<file path="config.mk">
export PLATFORM = sky130hd
export DESIGN_NAME = ppfc_reader
export DESIGN_NICKNAME = d
export VERILOG_FILES = /design/src/hw/rtl/ppfc_pkg.sv /design/src/hw/rtl/ppfc_reader.sv
export SDC_FILE = /design/constraint.sdc
export NUM_CORES = 1
export LEC_CHECK = 0
export BUFFER_PORTS_ARGS = -buffer_cell sky130_fd_sc_hd__buf_2
export CORE_MARGIN = 10
export CORE_UTILIZATION = 45
export DETAILED_ROUTE_END_ITERATION = 10
export PLACE_DENSITY = 0.91
export RECOVER_POWER = 50
export SYNTH_ARGS = -nofsm -noshare
export SYNTH_HDL_FRONTEND = slang
export SYNTH_SLANG_ARGS = --single-unit
</file>
<file path="constraint.sdc">
create_clock -name vclk -period 6.7
set_input_delay 1.34 -clock vclk [all_inputs]
set_output_delay 1.34 -clock vclk [all_outputs]
set_load 0.005 [all_outputs]
</file>
<file path="src/hw/rtl/ppfc_pkg.sv">
`timescale 1ns / 1ps
`default_nettype none

package ppfc_pkg;

    // Palette geometry.
    localparam int PALETTE_DEPTH = 256;
    localparam int PAL_AW        = (PALETTE_DEPTH > 1) ? $clog2(PALETTE_DEPTH) : 1;
    localparam logic [8:0] PAL_LIMIT = 9'(PALETTE_DEPTH);

    // Operation codes carried by an input item.
    localparam logic OP_TABLE_WRITE = 1'b0;
    localparam logic OP_CONVERT     = 1'b1;

    // PNG colour types.
    localparam logic [2:0] CT_GRAY       = 3'd0;
    localparam logic [2:0] CT_RGB        = 3'd2;
    localparam logic [2:0] CT_INDEXED    = 3'd3;
    localparam logic [2:0] CT_GRAY_ALPHA = 3'd4;
    localparam logic [2:0] CT_RGBA       = 3'd6;

    // Configuration register indexes.
    localparam logic [2:0] CFG_SRC_BIT_DEPTH   = 3'd0;
    localparam logic [2:0] CFG_SRC_COLOR_TYPE  = 3'd1;
    localparam logic [2:0] CFG_DST_BIT_DEPTH   = 3'd2;
    localparam logic [2:0] CFG_DST_COLOR_TYPE  = 3'd3;
    localparam logic [2:0] CFG_PALETTE_PRESENT = 3'd4;
    localparam logic [2:0] CFG_PALETTE_COUNT   = 3'd5;
    localparam logic [2:0] CFG_ALPHA_COUNT     = 3'd6;

    localparam int CFG_IDX_W  = 3;
    localparam int CFG_DATA_W = 9;

    // Reciprocal of three for sums up to 765: floor(x / 3) = (x * 683) >> 11.
    localparam logic [9:0] RECIP3     = 10'd683;
    localparam int         RECIP3_SHR = 11;

    localparam logic [9:0] GRAY1_THRESHOLD = 10'h180;

    typedef struct packed {
        logic        op;
        logic [63:0] pixel_in;
        logic [7:0]  table_index;
        logic [23:0] table_color;
        logic [7:0]  table_alpha;
    } t_in_item;

    typedef struct packed {
        logic [63:0] pixel_out;
        logic        format_error;
    } t_out_item;

    typedef struct packed {
        logic [4:0] src_bit_depth;
        logic [2:0] src_color_type;
        logic [4:0] dst_bit_depth;
        logic [2:0] dst_color_type;
        logic       palette_present;
        logic [8:0] palette_count;
        logic [8:0] alpha_count;
    } t_cfg;

    // Pixel size in bits; zero marks an unsupported format.
    function automatic logic [6:0] pixel_bits(input logic [4:0] depth, input logic [2:0] ct);
        logic d8_16;
        logic low;
        logic [6:0] bits;
        d8_16 = (depth == 5'd8) || (depth == 5'd16);
        low   = (depth == 5'd1) || (depth == 5'd2) || (depth == 5'd4) || (depth == 5'd8);
        bits  = 7'd0;
        case (ct)
            CT_GRAY:       bits = (low || depth == 5'd16) ? {2'b00, depth} : 7'd0;
            CT_INDEXED:    bits = low ? {2'b00, depth} : 7'd0;
            CT_RGB:        bits = d8_16 ? ((depth == 5'd8) ? 7'd24 : 7'd48) : 7'd0;
            CT_GRAY_ALPHA: bits = d8_16 ? ((depth == 5'd8) ? 7'd16 : 7'd32) : 7'd0;
            CT_RGBA:       bits = d8_16 ? ((depth == 5'd8) ? 7'd32 : 7'd64) : 7'd0;
            default:       bits = 7'd0;
        endcase
        return bits;
    endfunction

    // Mask of the low bits that a pixel of the given size occupies.
    function automatic logic [63:0] pixel_mask(input logic [6:0] bits);
        logic [63:0] m;
        if (bits >= 7'd64) begin
            m = '1;
        end else begin
            m = (64'd1 << bits[5:0]) - 64'd1;
        end
        return m;
    endfunction

endpackage

`default_nettype wire

</file>
<file path="src/hw/rtl/ppfc_reader.sv">
`timescale 1ns / 1ps
`default_nettype none

module ppfc_reader (
    input  wire logic              [63:0] i_pixel,
    input  wire logic              [7:0]  i_ix,
    input  wire logic              [31:0] i_rdata,
    input  wire ppfc_pkg::t_cfg           i_cfg,
    output logic                   [31:0] o_rgba,
    output logic                   [9:0]  o_sum
);

    function automatic logic [31:0] gray_rgba(input logic [7:0] y);
        return {y, y, y, 8'hff};
    endfunction

    logic        ix_in_table;
    logic        rgb_ok;
    logic        alpha_ok;
    logic [7:0]  y;
    logic [31:0] rgba;

    assign ix_in_table = ({1'b0, i_ix} < ppfc_pkg::PAL_LIMIT);
    assign rgb_ok      = ix_in_table && ({1'b0, i_ix} < i_cfg.palette_count);
    assign alpha_ok    = ix_in_table && ({1'b0, i_ix} < i_cfg.alpha_count);

    always_comb begin
        y    = 8'h00;
        rgba = 32'h0000_00ff;
        if (i_cfg.src_color_type == ppfc_pkg::CT_INDEXED && i_cfg.palette_present) begin
            rgba[31:8] = rgb_ok ? i_rdata[31:8] : 24'h000000;
            rgba[7:0]  = alpha_ok ? i_rdata[7:0] : 8'hff;
        end else begin
            case (i_cfg.src_color_type)
                ppfc_pkg::CT_GRAY, ppfc_pkg::CT_INDEXED: begin
                    case (i_cfg.src_bit_depth)
                        5'd1:    y = {8{i_pixel[0]}};
                        5'd2:    y = {4{i_pixel[1:0]}};
                        5'd4:    y = {2{i_pixel[3:0]}};
                        5'd8:    y = i_pixel[7:0];
                        default: y = i_pixel[15:8];
                    endcase
                    rgba = gray_rgba(y);
                end
                ppfc_pkg::CT_RGB: begin
                    if (i_cfg.src_bit_depth == 5'd8) begin
                        rgba = {i_pixel[23:0], 8'hff};
                    end else begin
                        rgba = {i_pixel[47:40], i_pixel[31:24], i_pixel[15:8], 8'hff};
                    end
                end
                ppfc_pkg::CT_GRAY_ALPHA: begin
                    if (i_cfg.src_bit_depth == 5'd8) begin
                        rgba = {i_pixel[15:8], i_pixel[15:8], i_pixel[15:8], i_pixel[7:0]};
                    end else begin
                        rgba = {i_pixel[31:24], i_pixel[31:24], i_pixel[31:24], i_pixel[15:8]};
                    end
                end
                default: begin
                    if (i_cfg.src_bit_depth == 5'd8) begin
                        rgba = i_pixel[31:0];
                    end else begin
                        rgba = {i_pixel[63:56], i_pixel[47:40], i_pixel[31:24], i_pixel[15:8]};
                    end
                end
            endcase
        end
    end

    assign o_rgba = rgba;
    assign o_sum  = {2'b00, rgba[31:24]} + {2'b00, rgba[23:16]} + {2'b00, rgba[15:8]};

endmodule

`default_nettype wire

</file>
==> summary.md <==
| Metric | Value |
|---|---|
| Leak | `0.00185 uW` |
| Register Area | `0 um2` |
| Slack of the critical path | `0.205 ns` |
| Port bufs | `157` |
| Drt first pass iters | `4` |
| Max VDD drop | `0.133 mV` |
| Slowest stage delay, CP | `0.53 ns` |
| Final hold vios | `0` |
| Fraction of layout cells with a size suffix above 1 | `37.1%` |
| Delay-heaviest family, CP | `compound AO/OA/AOI/OAI gates` |
| CORE AREA | `around 0.0059 mm2` |
| Synth unique cells | `67` |
| Number of max-cap violations | `0` |
| Vias in the first global route | `3,846` |
| Fin. max-slew vios | `0` |
| Commonest non-fill, non-tap cell in the layout | `buf_2` |
| Gpl congestion | `between 0.9 and 1` |
| Placed Area | `0.00351 mm2` |
| Antenna violations before repair | `1` |
| Sequential-to-total area share from yosys stat | `0%` |
| Most used cell, CP | `buf_2` |
| Crit-path max FO | `9` |
| Syn nets | `between 500 and 600` |
| Placement Rows | `28` |
| Initial Util | `45.7%` |
| Num ports | `181` |
| # hold bufs at CTS | `0` |
| GRT overflow | `0` |
| Layout clock buffers | `0` |
| Final period util | `96.9%` |
| WP data required | `5.36 ns` |
| Layout area overhead | `34.3%` |
| Worst slack, placed | `-0.133 ns` |
| Layout net count | `691` |
| # setup viols final | `0` |
| DR vias | `3,689` |
| Buf/Inv on CP | `3` |
| Synth warn | `0` |
| Critical path cell sequence | `buf_2 > or4b_1 > a31o_1 > a21o_4 > o221ai_4 > o211ai_1 > a32oi_1 > fa_1 > inv_1 > ha_1 > a21o_1 > a21oi_2 > o21ai_1 > o41ai_2 > xnor2_1 > buf_2` |
| Die extent in y | `97.1 um` |
| Fmax | `0.154 GHz` |
| DR iter-0 viols | `308` |
| ANT cells | `0` |
| Post-Route Utilization | `61.4%` |
| GRT Total Usage | `22.4%` |
| Die X | `a little under 100 um` |
| Finished Cell Area | `roughly 0.0036 mm2` |
| Area share of the largest cell type after synthesis | `9.82%` |
| Critical path's slowest cell | `or4b_1` |
| Number of remaining DRC errors | `0` |
| WP data arrival | `5.15 ns` |
| Hold Crit Class | `primary input to primary output` |
| Post-Syn Instances | `371` |
| Final min period | `~6.5 ns` |
| Hpwl dp | `9830 um` |
| Average cell area after synthesis | `7.21 um2` |
| Pin count of the biggest net entering global routing | `33` |
| Worst-Margin Slew | `0.695 ns` |
| Cell taking the most area after synthesis | `ha_1` |
| Outcome | `finished, final reports clean` |
| Vias per cell | `6.20` |
| Top cells by area in the synthesized netlist | `ha_1, mux2i_1, fa_1, nand2_1, a21oi_1` |
| Crit path launch type | `primary input` |
| Synthesized area | `0.00268 mm2` |
| Routed wire length | `around 12,000 um` |
| FF+latch count | `0` |
| Crit path capture type | `primary output` |
| Die Footprint | `0.00943 mm2` |
| Most frequent cells in the layout | `buf_2, nand2_1, inv_1` |
| Final setup TNS | `0 ns` |
| Critical path type | `primary input to primary output` |
| Avg WL per Cell | `approximately 20 um` |
| PwrDens | `roughly 130 mW/mm2` |
| Routed Antenna Nets | `0` |
| Rel. slew slack | `between 50 and 60%` |
| First-pass GRT wire length | `18,500 um` |
report_power, final:
part / internal (uW) / switching, uW / total [uW] / leakage, uW
combinational: 222 / 248 / 469 / 0.00185
clock: 0 / 0 / 0 / 0
sequential: 0 / 0 / 0 / 0
per-stage QoR:
stage / hold slack (ns) / total power [uW] / cells
2_1_floorplan: 2.78 / 262 / 371
3_3_place_gp: 2.96 / 420 / 592
3_5_place_dp: 2.96 / 434 / 592
4_1_cts: 2.96 / 437 / 592
5_1_grt: 2.98 / 517 / 595
6_report: 2.96 / 469 / 595
worst min-delay path, stage by stage:
cell and delay (ns):
buf_2 0.08, nand2_1 0.05, nand2_1 0.05, buf_2 0.11
cell type report:
| type | instances | area (um2) |
|---|---|---|
| Fill cell | 560 | 2260 |
| Tap cell | 75 | 93.8 |
| Timing Repair Buffer | 173 | 897 |
| Inverter | 33 | 124 |
| Multi-Input combinational cell | 314 | 2480 |
per-layer routing:
metal / part of all wire, % / vias to the layer above / GRT usage (%)
met5: 0.060 / - / 0
met4: 3.0 / 2 / 6.58
met3: 7.1 / 35 / 4.48
met2: 47 / 182 / 38.8
met1: 43 / 1730 / 27.1
li1: - / 1740 / -
synthesized netlist by cell type (all sizes together), types with 3 or more instances:
| master | n |
|---|---|
| a211oi | 4 |
| a21o | 10 |
| a21oi | 28 |
| a221o | 5 |
| a221oi | 5 |
| a22o | 7 |
| a22oi | 3 |
| a31o | 3 |
| a31oi | 10 |
| a32o | 11 |
| a32oi | 8 |
| and2 | 4 |
| and3 | 6 |
| buf | 13 |
| clkbuf | 10 |
| fa | 9 |
| ha | 21 |
| inv | 33 |
| mux2i | 21 |
| nand2 | 40 |
| nand2b | 5 |
| nand3 | 9 |
| nor2 | 19 |
| nor2b | 4 |
| nor3 | 4 |
| nor3b | 4 |
| o2111ai | 5 |
| o211ai | 7 |
| o21a | 4 |
| o21ai | 13 |
| o221ai | 8 |
| o22a | 3 |
| xnor2 | 4 |
logic make-up after synthesis:
logic type      count (synthesis)  share of synthesized area, %
compound gates                146                          42.0
simple gates                  110                          21.2
xor+xnor                        5                          1.64
mux                            23                          8.70
fa+ha+maj                      30                          16.5
buf+inv                        57                          9.96
repair_timing:
action | 4_1_cts | 5_1_grt
buffers inserted | 0 | 3
pin swaps | 0 | 9
setup endpoints to repair | 2 | 3
gates resized for setup | 3 | 17
final timing paths:
check | from | endpoint | slack (ns) | cells after the start
worst max-delay path | i_cfg[30] | o_sum[8] | 0.21 | 16
worst min-delay path | i_rdata[9] | o_rgba[9] | 2.96 | 4
No activity file was read; power rests on OpenSTA's default activity.
