**config.mk**
```make
export PLATFORM = sky130hd
export DESIGN_NAME = ppfc_writer
export DESIGN_NICKNAME = d
export VERILOG_FILES = /design/src/hw/rtl/ppfc_pkg.sv /design/src/hw/rtl/ppfc_writer.sv
export SDC_FILE = /design/constraint.sdc
export NUM_CORES = 1
export LEC_CHECK = 0
export BUFFER_PORTS_ARGS = -buffer_cell sky130_fd_sc_hd__buf_2
export CAP_MARGIN = 5
export CORE_ASPECT_RATIO = 0.7
export CORE_MARGIN = 2
export CORE_UTILIZATION = 46
export DETAILED_ROUTE_END_ITERATION = 7
export PLACE_DENSITY_LB_ADDON = 0.12
export SLEW_MARGIN = 20
export SYNTH_ARGS = -nofsm -noshare
export SYNTH_HDL_FRONTEND = slang
export SYNTH_SLANG_ARGS = --single-unit
export TNS_END_PERCENT = 30
```
**constraint.sdc**
```tcl
create_clock -name vclk -period 5.5
set_clock_uncertainty 0.2 [all_clocks]
set_input_delay 0.825 -clock vclk [all_inputs]
set_output_delay 0.825 -clock vclk [all_outputs]
set_load 0.02 [all_outputs]
```
**src/hw/rtl/ppfc_pkg.sv**
```systemverilog
`timescale 1ns / 1ps
`default_nettype none

package ppfc_pkg;

    // Palette geometry.
    localparam int PALETTE_DEPTH = 256;
    localparam int PAL_AW        = (PALETTE_DEPTH > 1) ? $clog2(PALETTE_DEPTH) : 1;
    localparam logic [8:0] PAL_LIMIT = 9'(PALETTE_DEPTH);

    // Operation codes carried by an input item.
    localparam logic OP_TABLE_WRITE = 1'b0;
    localparam logic OP_CONVERT     = 1'b1;

    // PNG colour types.
    localparam logic [2:0] CT_GRAY       = 3'd0;
    localparam logic [2:0] CT_RGB        = 3'd2;
    localparam logic [2:0] CT_INDEXED    = 3'd3;
    localparam logic [2:0] CT_GRAY_ALPHA = 3'd4;
    localparam logic [2:0] CT_RGBA       = 3'd6;

    // Configuration register indexes.
    localparam logic [2:0] CFG_SRC_BIT_DEPTH   = 3'd0;
    localparam logic [2:0] CFG_SRC_COLOR_TYPE  = 3'd1;
    localparam logic [2:0] CFG_DST_BIT_DEPTH   = 3'd2;
    localparam logic [2:0] CFG_DST_COLOR_TYPE  = 3'd3;
    localparam logic [2:0] CFG_PALETTE_PRESENT = 3'd4;
    localparam logic [2:0] CFG_PALETTE_COUNT   = 3'd5;
    localparam logic [2:0] CFG_ALPHA_COUNT     = 3'd6;

    localparam int CFG_IDX_W  = 3;
    localparam int CFG_DATA_W = 9;

    // Reciprocal of three for sums up to 765: floor(x / 3) = (x * 683) >> 11.
    localparam logic [9:0] RECIP3     = 10'd683;
    localparam int         RECIP3_SHR = 11;

    localparam logic [9:0] GRAY1_THRESHOLD = 10'h180;

    typedef struct packed {
        logic        op;
        logic [63:0] pixel_in;
        logic [7:0]  table_index;
        logic [23:0] table_color;
        logic [7:0]  table_alpha;
    } t_in_item;

    typedef struct packed {
        logic [63:0] pixel_out;
        logic        format_error;
    } t_out_item;

    typedef struct packed {
        logic [4:0] src_bit_depth;
        logic [2:0] src_color_type;
        logic [4:0] dst_bit_depth;
        logic [2:0] dst_color_type;
        logic       palette_present;
        logic [8:0] palette_count;
        logic [8:0] alpha_count;
    } t_cfg;

    // Pixel size in bits; zero marks an unsupported format.
    function automatic logic [6:0] pixel_bits(input logic [4:0] depth, input logic [2:0] ct);
        logic d8_16;
        logic low;
        logic [6:0] bits;
        d8_16 = (depth == 5'd8) || (depth == 5'd16);
        low   = (depth == 5'd1) || (depth == 5'd2) || (depth == 5'd4) || (depth == 5'd8);
        bits  = 7'd0;
        case (ct)
            CT_GRAY:       bits = (low || depth == 5'd16) ? {2'b00, depth} : 7'd0;
            CT_INDEXED:    bits = low ? {2'b00, depth} : 7'd0;
            CT_RGB:        bits = d8_16 ? ((depth == 5'd8) ? 7'd24 : 7'd48) : 7'd0;
            CT_GRAY_ALPHA: bits = d8_16 ? ((depth == 5'd8) ? 7'd16 : 7'd32) : 7'd0;
            CT_RGBA:       bits = d8_16 ? ((depth == 5'd8) ? 7'd32 : 7'd64) : 7'd0;
            default:       bits = 7'd0;
        endcase
        return bits;
    endfunction

    // Mask of the low bits that a pixel of the given size occupies.
    function automatic logic [63:0] pixel_mask(input logic [6:0] bits);
        logic [63:0] m;
        if (bits >= 7'd64) begin
            m = '1;
        end else begin
            m = (64'd1 << bits[5:0]) - 64'd1;
        end
        return m;
    endfunction

endpackage

`default_nettype wire

```
**src/hw/rtl/ppfc_writer.sv**
```systemverilog
`timescale 1ns / 1ps
`default_nettype none

module ppfc_writer (
    input  wire logic              [31:0] i_rgba,
    input  wire logic              [9:0]  i_sum,
    input  wire ppfc_pkg::t_cfg           i_cfg,
    output logic                   [63:0] o_pixel
);

    function automatic logic [15:0] dup16(input logic [7:0] v);
        return {v, v};
    endfunction

    logic [19:0] prod;
    logic [7:0]  y;
    logic [7:0]  r;
    logic [7:0]  g;
    logic [7:0]  b;
    logic [7:0]  a;
    logic        d8;

    // Division of the channel sum by three as a multiply by the reciprocal.
    assign prod = i_sum * ppfc_pkg::RECIP3;
    assign y    = prod[ppfc_pkg::RECIP3_SHR +: 8];
    assign r    = i_rgba[31:24];
    assign g    = i_rgba[23:16];
    assign b    = i_rgba[15:8];
    assign a    = i_rgba[7:0];
    assign d8   = (i_cfg.dst_bit_depth == 5'd8);

    always_comb begin
        o_pixel = 64'd0;
        case (i_cfg.dst_color_type)
            ppfc_pkg::CT_GRAY, ppfc_pkg::CT_INDEXED: begin
                case (i_cfg.dst_bit_depth)
                    5'd1:    o_pixel = {63'd0, (i_sum >= ppfc_pkg::GRAY1_THRESHOLD)};
                    5'd2:    o_pixel = {62'd0, y[7:6]};
                    5'd4:    o_pixel = {60'd0, y[7:4]};
                    5'd8:    o_pixel = {56'd0, y};
                    default: o_pixel = {48'd0, dup16(y)};
                endcase
            end
            ppfc_pkg::CT_RGB: begin
                if (d8) begin
                    o_pixel = {40'd0, r, g, b};
                end else begin
                    o_pixel = {16'd0, dup16(r), dup16(g), dup16(b)};
                end
            end
            ppfc_pkg::CT_GRAY_ALPHA: begin
                if (d8) begin
                    o_pixel = {48'd0, y, a};
                end else begin
                    o_pixel = {32'd0, dup16(y), dup16(a)};
                end
            end
            default: begin
                if (d8) begin
                    o_pixel = {32'd0, i_rgba};
                end else begin
                    o_pixel = {dup16(r), dup16(g), dup16(b), dup16(a)};
                end
            end
        endcase
    end

endmodule

`default_nettype wire

```
==> qor.log <==
[outcome] outcome finished, violations left
[floorplan] number of I/O pins 141
[routing] number of vias in the routed layout 3810
[routing] final WL 11000 um
[timing] final setup violation count 32
[power] fraction of power spent switching nets 50.9%
[timing] Final Cycle Share 112%
[floorplan] total number of placement rows 25
[power] switching power summed over all nets 0.00110 W
[synthesis] Mapped Avg Cell Area 7.62 sq um
[floorplan] starting utilization of the core area 47.1%
[worst_setup_path] crit start category primary input
[routing] detailed-route vias per instance 5.84
[cells_and_area] count of antenna diodes in the layout 0
[synthesis] number of distinct library cells after synthesis 62
[synthesis] Mapped Nets 572
[cells_and_area] layout cell share with drive strength beyond 1 42.3%
[power] total design power 0.00216 W
[worst_setup_path] data arrival time of the critical path 5.16 ns
[worst_setup_path] cells along the critical path buf_12 -> ha_4 -> ha_4 -> inv_2 -> fa_1 -> inv_2 -> fa_1 -> inv_2 -> fa_1 -> inv_2 -> ha_4 -> nand3_4 -> o221ai_4 -> buf_4 -> buf_6 -> nand2_1 -> a41oi_2 -> nand2_2 -> xnor2_4 -> buf_6 -> o21ai_2 -> buf_2
[cells_and_area] growth of design area from synthesis to finish 48.0%
[outcome] violations in the final reports negative setup slack
[power] sequential group share of total power 0%
[global_route] gr ovfl total 0
[global_route] overall track demand over capacity in global routing 27.0%
[timing] setup repair after global routing missed its margin yes
[routing] number of DRC violations after detailed routing 0
[power] proportion of power drawn by the clock network 0%
[synthesis] Synth Warn # 0
[floorplan] Die Outline Area 7580 sq um
[worst_setup_path] slowest library cell on the worst path sky130_fd_sc_hd__fa_1
[synthesis] area of the mapped netlist 3170 sq um
[global_route] via count of the first global-routing pass 3403
[timing] maximum operating frequency 162 MHz
[placement] Detail Placement HPWL 8640 um
[synthesis] sequential-to-total area share from yosys stat 0%
[routing] ANT nets after route 0
[cells_and_area] commonest cells after routing, fill and taps aside 99 x sky130_fd_sc_hd__buf_2, 60 x sky130_fd_sc_hd__buf_4, 46 x sky130_fd_sc_hd__inv_1
[synthesis] synthesized instance count 416
[timing] time the worst path needs with I/O delays and setup 6.19 ns
[power] static leakage power 2.35 nW
[timing] final count of pins violating max slew 0
[worst_setup_path] Crit path required time 4.47 ns
[routing] drt first pass iters 6
[power] PwrDens 459 nW/um^2
[worst_setup_path] capturing element type of the critical path output port
[floorplan] DIE WIDTH 103 um
[global_route] global-route wire length before repair 16400 um
[placement] routability-driven placement congestion ratio 0.886
[cells_and_area] Sequential Area 0 sq um
[timing] worst rel slew slack 49.1%
[routing] iteration-0 DRC count of the detailed router 257
[timing] final critical-path setup slack -0.687 ns
[floorplan] vertical die dimension 73.4 um
[worst_setup_path] Max stage delay on crit path 0.56 ns
[cells_and_area] number of fill cells 548
[routing] wire length per cell 16.9 um
[cells_and_area] number of clock-tree buffers in the layout 0
[cells_and_area] total number of sequential cells 0
[timing] Slew @ Worst Pin 0.751 ns
[power] portion of total power attributed to combinational logic 100.0%
[timing] final number of hold-violating endpoints 0
[cells_and_area] post-layout net count 716
[placement] buffers added on ports 114
[cells_and_area] most common cell after layout, fill and taps aside sky130_fd_sc_hd__buf_2
[power] VDD IR-drop max 402 uV
[global_route] initial antenna violation count 0
[worst_hold_path] min-delay worst type primary input to output port
[timing] post-route setup TNS -18.42 ns
[global_route] pin count of the biggest net entering global routing 24
[worst_setup_path] dominant cell type by count on the critical path sky130_fd_sc_hd__inv_2
[worst_setup_path] CP Max Fanout 3
[power] Internal Dissipation 0.00106 W
[floorplan] Core Box Area 6730 sq um
[worst_setup_path] worst setup path category primary input to output port
[job] max capacitance violation total 0
## critical path: cells and delay by family
family	cells	cell delay (ns)
xor+xnor	1	0.27
compound gates	3	0.57
simple gates	3	0.28
buf+inv	9	0.85
fa+ha+maj	6	2.37
## power by group through the flow
| stage | combinational (W) | clock, W | sequential, W |
|---|---|---|---|
| final | 0.00216 | 0 | 0 |
| after global routing | 0.00231 | 0 | 0 |
| after CTS | 0.00180 | 0 | 0 |
| after detailed placement | 0.00166 | 0 | 0 |
| after global placement | 0.00162 | 0 | 0 |
| after floorplan | 0.00104 | 0 | 0 |
## repair_timing
item                       CTS  global route
setup endpoints to repair   32            32
hold buffers                 0             0
resized for setup           25            55
setup buffers                4             3
pin swaps                   16            21
cloned                       0             0
## cells in the mapped netlist, drive strengths merged (3+ instances only)
cell    number  area share [%]
a211oi       5             1.5
a21o         3            0.71
a21oi       29             4.7
a221o       15             4.7
a222oi       6             1.9
a22o        11             3.0
a22oi       11             2.6
and2         3            0.59
and3        10             2.0
buf         22             4.7
clkbuf      10             1.3
fa          21              13
ha          58              23
inv         51             6.0
nand2       37             4.4
nand2b       6             1.2
nand3        7             1.1
nor2        24             2.8
nor2b        4            0.79
nor3         5             1.1
o211ai       5             1.2
o21ai       24             3.9
o22ai        3            0.59
or2          3            0.59
xnor2        9             2.7
## through the flow
step,utilization [%],hold slack [ns],instance area (sq um),worst slack [ns],std cells
2_1_floorplan,-,1.61,3360,-0.267,416
3_3_place_gp,63.3,1.81,4260,-0.713,645
3_5_place_dp,63.3,1.81,4260,-0.779,645
4_1_cts,65.4,1.82,4400,-0.736,649
5_1_grt,69.8,1.84,4690,-0.810,652
6_report,69.8,1.82,4690,-0.687,652
## area by class of cell
type	instances	area (sq um)	area share, %
timing repair buffer	174	1140	24.2
tap	94	118	2.51
multi-input combinational	333	3250	69.2
inverter	51	191	4.08
## routing by layer
| metal | GRT usage (%) | wire length [um] | part of all wire (%) | vias to the layer above |
|---|---|---|---|---|
| li1 | - | - | - | 1814 |
| met1 | 42.0 | 5180 | 47 | 1794 |
| met2 | 42.8 | 4970 | 45 | 186 |
| met3 | 1.62 | 769 | 7.0 | 16 |
| met4 | 1.61 | 112 | 1.0 | 0 |
| met5 | 0 | 0 | 0 | - |
## logic make-up (layout without fill, tap and decap cells)
group           after synthesis  count (layout)  share of synthesized area (%)
fa+ha+maj                    79              79                           36.2
simple gates                110             110                           17.2
buf+inv                      83             225                           12.0
xor+xnor                     11              11                           3.71
mux                           2               2                          0.632
compound gates              131             131                           30.4
## path summary, 6_finish.rpt
check	from	endpoint	cells past startpoint
max	i_sum[5]	o_pixel[21]	22
min	i_rgba[5]	o_pixel[5]	4
No activity file was read; power rests on OpenSTA's default activity.
